<file path="config.mk">
export PLATFORM = sky130hd
export DESIGN_NAME = aafp_cordic_cell
export DESIGN_NICKNAME = d
export VERILOG_FILES = /design/src/design/aafp_pkg.sv /design/src/design/aafp_cordic_cell.sv
export SDC_FILE = /design/constraint.sdc
export NUM_CORES = 1
export LEC_CHECK = 0
export BUFFER_PORTS_ARGS = -buffer_cell sky130_fd_sc_hd__clkbuf_2
export CAP_MARGIN = 30
export CORE_MARGIN = 2
export CORE_UTILIZATION = 40
export DETAILED_ROUTE_END_ITERATION = 10
export GPL_TIMING_DRIVEN = 0
export PLACE_DENSITY = 0.6
export SLEW_MARGIN = 25
export SYNTH_ARGS = -nofsm -noshare
export SYNTH_HDL_FRONTEND = slang
export SYNTH_SLANG_ARGS = --single-unit
</file>
<file path="constraint.sdc">
create_clock -name clk_i -period 0.8 [get_ports clk_i]
set_input_delay 0.08 -clock clk_i [delete_from_list [all_inputs] [get_ports clk_i]]
set_output_delay 0.08 -clock clk_i [all_outputs]
set_load 0.01 [all_outputs]
</file>
<file path="src/design/aafp_pkg.sv">
// shared constants and the arctangent table for the aim angle core
`timescale 1ns / 1ps
package aafp_pkg;

  localparam int XW       = 46;  // cordic vector width
  localparam int ZW       = 26;  // angle accumulator width, degrees with 16 fraction bits
  localparam int DW       = 33;  // position difference width
  localparam int CW       = 42;  // normalized component width
  localparam int AccFrac  = 16;
  localparam int NormTop  = 39;
  localparam logic [20:0] GainQ20 = 21'd1726753;

  // atan(2^-i) in degrees, 16 fraction bits
  function automatic logic signed [ZW-1:0] atan_deg(input int i);
    logic signed [ZW-1:0] r;
    case (i)
      0:  r = 26'sd2949120;
      1:  r = 26'sd1740967;
      2:  r = 26'sd919879;
      3:  r = 26'sd466945;
      4:  r = 26'sd234379;
      5:  r = 26'sd117304;
      6:  r = 26'sd58666;
      7:  r = 26'sd29335;
      8:  r = 26'sd14668;
      9:  r = 26'sd7334;
      10: r = 26'sd3667;
      11: r = 26'sd1833;
      12: r = 26'sd917;
      13: r = 26'sd458;
      14: r = 26'sd229;
      15: r = 26'sd115;
      16: r = 26'sd57;
      17: r = 26'sd29;
      18: r = 26'sd14;
      19: r = 26'sd7;
      20: r = 26'sd4;
      21: r = 26'sd2;
      22: r = 26'sd1;
      default: r = '0;
    endcase
    return r;
  endfunction

endpackage

</file>
<file path="src/design/aafp_cordic_cell.sv">
// one vectoring cordic iteration, registered, with a sideband that rides along
`timescale 1ns / 1ps
module aafp_cordic_cell
  import aafp_pkg::*;
#(
  parameter int STEP = 0,
  parameter int SW   = 1
) (
  input  logic                 clk_i,
  input  logic                 rst_ni,
  input  logic                 valid_i,
  input  logic signed [XW-1:0] x_i,
  input  logic signed [XW-1:0] y_i,
  input  logic signed [ZW-1:0] z_i,
  input  logic [SW-1:0]        side_i,
  output logic                 valid_o,
  output logic signed [XW-1:0] x_o,
  output logic signed [XW-1:0] y_o,
  output logic signed [ZW-1:0] z_o,
  output logic [SW-1:0]        side_o
);

  localparam logic signed [ZW-1:0] Atan = atan_deg(STEP);

  logic                 valid_q;
  logic signed [XW-1:0] x_d, x_q, y_d, y_q, xs, ys;
  logic signed [ZW-1:0] z_d, z_q;
  logic [SW-1:0]        side_q;

  always_comb begin
    xs = x_i >>> STEP;
    ys = y_i >>> STEP;
    if (!y_i[XW-1]) begin
      x_d = x_i + ys;
      y_d = y_i - xs;
      z_d = z_i + Atan;
    end else begin
      x_d = x_i - ys;
      y_d = y_i + xs;
      z_d = z_i - Atan;
    end
  end

  always_ff @(posedge clk_i or negedge rst_ni) begin
    if (!rst_ni) begin
      valid_q <= 1'b0;
    end else begin
      valid_q <= valid_i;
    end
  end

  always_ff @(posedge clk_i) begin
    x_q    <= x_d;
    y_q    <= y_d;
    z_q    <= z_d;
    side_q <= side_i;
  end

  assign valid_o = valid_q;
  assign x_o     = x_q;
  assign y_o     = y_q;
  assign z_o     = z_q;
  assign side_o  = side_q;

endmodule

</file>
==> results.toml, run 1 <==
[synth]
synthesis.nets = 1725
dominantRegCellSynth = "dfxtp_1"
syn_area_mm2 = 0.0111
yosysUniqueCellTypes = 83
synthArstFlopShare = 0.00840
ys_ff_latch = 119
ys_seq_area_frac = 0.216
syn_avg_cell_area_um2 = 7.60
ys_warn_count = 0
synth_edf_count = 0
synth_cells = 1456

[power]
pwr-share-clk = 0.282
combPwrFrac = 0.469
vdd_ir_drop_max_v = 0.00147
p_seq_frac = 0.249
p_int_mw = 18.9
power.switching_mw = 12.2
power.total_mw = 31.0
p_leak_nw = 7.81
powerDensity_mw_per_mm2 = 1760
p_sw_frac = 0.392

[die]
fp-row-count = 60
io_pins = 242
die_w_um = 170
dieArea_mm2 = 0.0290
start_util = 0.409
die_h_um = 170
core_mm2 = 0.0270

[setup_path]
crit_required_ns = 1.12
endpoint_kind = "flop"
crit_path_start_kind = "input pin"
crit_arrival_ns = 3.02
critPathKind = "input pin to flop"
worst-path-max-fanout = 3

[finish]
final_nets = 2132
postLayoutCoreUtil = 0.651
final_layout_size_suffix_gt1_frac = 0.423
areaGrowthSynthToFinish_pct = 59.1
instances_no_fill = 2217
final_area_mm2 = 0.0176
antenna_cells = 0

[sta]
slew_viol_final = 0
maxSlewHeadroom = 0.258
holdWs_ns = -0.0273
max_freq_mhz = 370
hold_viol_final = 3
timing.setup.tns_ns = -150.97
worst_slew_pin_slew_ns = 1.11
grt_setup_unrepaired = "true"
fin_ws_ns = -1.90
period_share = 3.38
layout_min_cycle_time_ns = 2.70
finalSetupViolations = 218

[outcome]
status = "finished, violations left"
violations = "negative hold slack, negative setup slack"

[clocking]
clk_path_buf_depth = 2
cts_tree = "done"
cts.sinks = 119
cts_made_buffers = 17
htree_num_levels = 4
ctsRootBufferMaster = "clkbuf_16"
cts_hold_buf = 24
cts.clk_slew.worst_paths_ns = 0.08

[routing]
drtIter0Drc = 1055
drc = 0
drtPass1Iterations = 6
totalWireLength_mm = 49.2
antenna_left = 0
vias = 13000
via_per_inst = 5.84
wl_per_cell_um = 22.2

[place]
dp_hpwl_mm = 36.3
gp_congestion = 0.967
io_buffers = 241
dpl_cell_area_mm2 = 0.0134
dp.cells = 2042
place_ws_ns = -2.79

[global_routing]
grt_pass1_vias = 12400
grt.total_usage = 0.326
grt_pass1_wl_mm = 71.7
grt_max_degree = 17
antenna_found_initial = 1
grt.overflow.total = 0

[run]
maxCapViolCount = 0

[worst_hold_path]
hold_path_class = "input pin to flop"
kinds of logic after synthesis:
family	share of synthesized area
flops	0.216
xor+xnor	0.0752
compound gates	0.296
simple gates	0.148
mux	0.0181
fa+ha+maj	0.169
buf+inv	0.0778
layer usage:
metal,global-route usage,vias to the layer above,wire [um]
met5,0,-,13
met4,0.145,2,2060
met3,0.0702,139,4300
met2,0.511,706,21900
met1,0.430,6170,20900
li1,-,5940,-
area by class of cell:
cell class	count	area, um^2
Buffer	62	568
Clock buffer	17	425
Clock inverter	15	206
Fill cell	2316	9420
Inverter	152	647
Multi-Input combinational cell	1118	9790
Sequential cell	119	2440
Tap cell	341	427
Timing Repair Buffer	393	3100
cells in the final DEF (no fill, tap or decap), drive strengths merged, types with 6 or more instances in the layout:
cell,instances
nand4,22
dfxtp,118
inv,153
xnor2,87
nand3b,6
nor2,131
a31oi,8
mux2i,20
dlygate4sd3,24
nand3,17
a21oi,202
or3,12
and4,6
nor4,9
o21a,16
a211oi,15
ha,143
buf,274
o211ai,8
o31a,6
xor2,8
a21o,37
o21bai,42
a221oi,6
nand2,75
nor2b,10
nor3,30
clkbuf,173
o21ai,95
nand2b,10
o31ai,13
clkinv,7
Yosys cell counts (all sizes together) (4+ instances only):
master	n	area share
a2111oi	4	0.0037
a211o	5	0.0040
a211oi	15	0.011
a21o	37	0.025
a21oi	202	0.093
a221oi	6	0.0059
a311oi	5	0.0045
a31o	4	0.0032
a31oi	8	0.0045
and4	6	0.0048
buf	29	0.013
clkbuf	38	0.013
clkinv	6	0.0020
dfxtp	118	0.21
fa	4	0.0072
ha	143	0.16
inv	146	0.050
mux2i	20	0.018
nand2	75	0.025
nand2b	10	0.0057
nand3	17	0.0077
nand3b	6	0.0041
nand4	22	0.012
nor2	131	0.044
nor2b	10	0.0057
nor3	30	0.014
nor4	9	0.0062
o2111ai	5	0.0045
o211ai	8	0.0054
o21a	16	0.011
o21ai	95	0.043
o21bai	42	0.029
o221ai	5	0.0045
o31a	6	0.0048
o31ai	13	0.0093
o41ai	5	0.0040
or2	5	0.0028
or3	12	0.0068
xnor2	87	0.069
xor2	8	0.0063
critical path, cell delays in order:
cell and delay [ns]:
clkbuf_16 0.12, inv_8 0.03, ha_4 0.15, fa_2 0.40
nand3b_1 0.23, a2111oi_4 0.39, buf_6 0.19, o21ai_4 0.08
a311oi_4 0.33, nor2_4 0.10, o31a_1 0.30, o211a_1 0.24
a21oi_2 0.14, o31ai_2 0.10, xnor2_1 0.13
repair_timing:
item / in CTS / in global routing
gates resized for setup: 298 / 324
gates cloned: 1 / 0
pin swaps: 148 / 136
setup buffers: 90 / 46
endpoints found under the hold margin: 27 / 2
setup endpoints to repair: 219 / 217
path summary, 6_finish.rpt:
check	start	slack, ns	depth (start not counted)	endpoint
worst min-delay path	z_i[19]	-0.03	3	z_o[19]$_DFF_P_
max in group asynchronous	rst_ni	0.23	3	valid_o$_DFF_PN0_
min in group asynchronous	rst_ni	0.47	3	valid_o$_DFF_PN0_
worst max-delay path	x_i[0]	-1.90	15	x_o[40]$_DFF_P_
power groups by stage:
stage / logic [mW] / clock network [mW] / registers, mW
3_3_place_gp: 10.7 / 0 / 7.64
6_report: 14.6 / 8.75 / 7.72
3_5_place_dp: 10.7 / 0 / 7.68
2_1_floorplan: 6.05 / 0 / 8.31
5_1_grt: 15.4 / 9.08 / 7.82
4_1_cts: 12.8 / 8.83 / 7.61
registers in the layout, indices dropped and copies added, names as in the netlist:
register  count
x_o          45
y_o          46
side_o        1
z_o          26
valid_o       1
Power figures use the tool's default switching activity.
==> run 2, diff against run 1 <==
--- a/config.mk
+++ b/config.mk
@@ -12,6 +12,7 @@
 export DETAILED_ROUTE_END_ITERATION = 10
 export GPL_TIMING_DRIVEN = 0
 export PLACE_DENSITY = 0.6
+export SETUP_SLACK_MARGIN = 0.4
 export SLEW_MARGIN = 25
 export SYNTH_ARGS = -nofsm -noshare
 export SYNTH_HDL_FRONTEND = slang
==> results.toml, run 2 (synthesized netlist as in run 1, its figures left out) <==
[place]
dp.cells = 2041
dp_hpwl_mm = 36.5
io_buffers = 241
place_ws_ns = -2.88
gp_congestion = 0.975

[global_routing]
grt_pass1_wl_mm = 72.4
grt.overflow.total = 0
grt_pass1_vias = 12500
antenna_found_initial = 1
grt.total_usage = 0.325
grt_max_degree = 17

[setup_path]
crit_required_ns = 1.15
crit_path_start_kind = "input pin"
crit_arrival_ns = 3.10
cpMaxStageDelayCell = "fa_2"
crit_path_cell_trace = "clkbuf_16, ha_4, fa_2, nor2b_4, o311a_1, o31a_1, buf_6, o2111ai_4, a211oi_4, o21ai_2, a211oi_2, o21a_1, mux2i_2, xnor2_1"
endpoint_kind = "flop"
max_stage_delay_ns = 0.35
critPathLaunch = "x_i[0]"
path_delay_family = "compound AO/OA/AOI/OAI gates"
worst-path-max-fanout = 3
critPathKind = "input pin to flop"
worst-path-buf-inv = 2

[finish]
n_fill_cell = 2169
largest_register_ffs = 46
instances_no_fill = 2248
final_nets = 2163
final_cell_mix = "189 x buf_6, 133 x a21oi_1, 130 x inv_1, 119 x nor2_1, 119 x ha_1"
antenna_cells = 0
final_layout_size_suffix_gt1_frac = 0.469
areaGrowthSynthToFinish_pct = 66.8
final_common_cell = "buf_6"

[routing]
totalWireLength_mm = 50.3
drc = 0
drtPass1Iterations = 5
via_per_inst = 5.82
antenna_left = 0
vias = 13100
drtIter0Drc = 1116
wl_per_cell_um = 22.4

[sta]
hold_viol_final = 8
holdWs_ns = -0.135
fin_ws_ns = -1.95
maxSlewHeadroom = 0.185
period_share = 3.44
max_freq_mhz = 363
finalSetupViolations = 219
worst_slew_pin_slew_ns = 1.22
layout_min_cycle_time_ns = 2.75
grt_setup_unrepaired = "true"
slew_viol_final = 0

[power]
power.total_mw = 31.7
powerDensity_mw_per_mm2 = 1720
vdd_ir_drop_max_v = 0.00118
p_leak_nw = 8.16

[die]
io_pins = 242
fp-row-count = 60
start_util = 0.409
die_h_um = 170
die_w_um = 170
dieArea_mm2 = 0.0290
core_mm2 = 0.0270

[run]
maxCapViolCount = 0

[clocking]
cts_hold_buf = 19
clk_path_buf_depth = 2
cts_made_buffers = 17
cts.clk_slew.worst_paths_ns = 0.07
cts_tree = "done"
htree_num_levels = 4
ctsRootBufferMaster = "clkbuf_16"
cts.sinks = 119

[outcome]
violations = "negative hold slack, negative setup slack"
status = "finished, violations left"

[worst_hold_path]
min_from = "x_i[45]"
hold_path_class = "input pin to flop"
[run 2: changes by cell type in the layout (fill, tap and decap cells not counted), sizes merged]
cell	before	now
bufinv	3	1
buf	274	310
bufbuf	1	0
inv	153	155
dlygate4sd3	24	17
dlymetal6s4s	0	2
clkbuf	173	174
[run 2: cell type report]
cell class	count	area (um^2)	share of cell area
well taps	341	427	0.0231
inverters	152	643	0.0349
repair buffers	419	3880	0.210
flip-flops and latches	119	2530	0.137
clock buffers	17	425	0.0231
clock inverters	15	156	0.00848
plain buffers	67	673	0.0365
multi-input cells	1118	9710	0.526
[run 2: final timing paths]
check                      slack (ns)  cells past startpoint                end
setup / recovery                -1.95                     14    x_o[42]$_DFF_P_
hold / removal                  -0.13                      2    x_o[45]$_DFF_P_
max in group asynchronous        0.76                      2  valid_o$_DFF_PN0_
min in group asynchronous       -0.05                      2  valid_o$_DFF_PN0_
[run 2: power by group]
part	switching (mW)	internal [mW]	leakage, nW
Sequential	0.624	7.46	1.01
Combinational	8.07	7.59	6.88
Clock	3.56	4.41	0.278
Total	12.3	19.5	8.16
[run 2: what timing repair did]
item | CTS | global route
setup endpoints to repair | 219 | 221
pin swaps | 129 | 119
cloned | 1 | 1
resized for setup | 284 | 395
endpoints found under the hold margin | 26 | 8
setup buffers | 100 | 54
[run 2: layer usage]
| metal | wire [um] | share of wire | vias up | track usage |
|---|---|---|---|---|
| met2 | 23000 | 0.46 | 701 | 0.524 |
| met5 | 0 | 0 | - | 0 |
| li1 | - | - | 6007 | - |
| met1 | 21000 | 0.42 | 6246 | 0.431 |
| met4 | 1910 | 0.038 | 0 | 0.124 |
| met3 | 4320 | 0.086 | 128 | 0.0609 |
[run 2: through the flow]
stage               setup TNS [ns]   util  cell area (um^2)
floorplan                  -114.92      -             11900
global placement           -193.30  0.501             13500
detailed placement         -192.92  0.503             13600
CTS                        -138.26  0.614             16600
global route               -154.48  0.683             18400
finish                     -147.83  0.683             18400
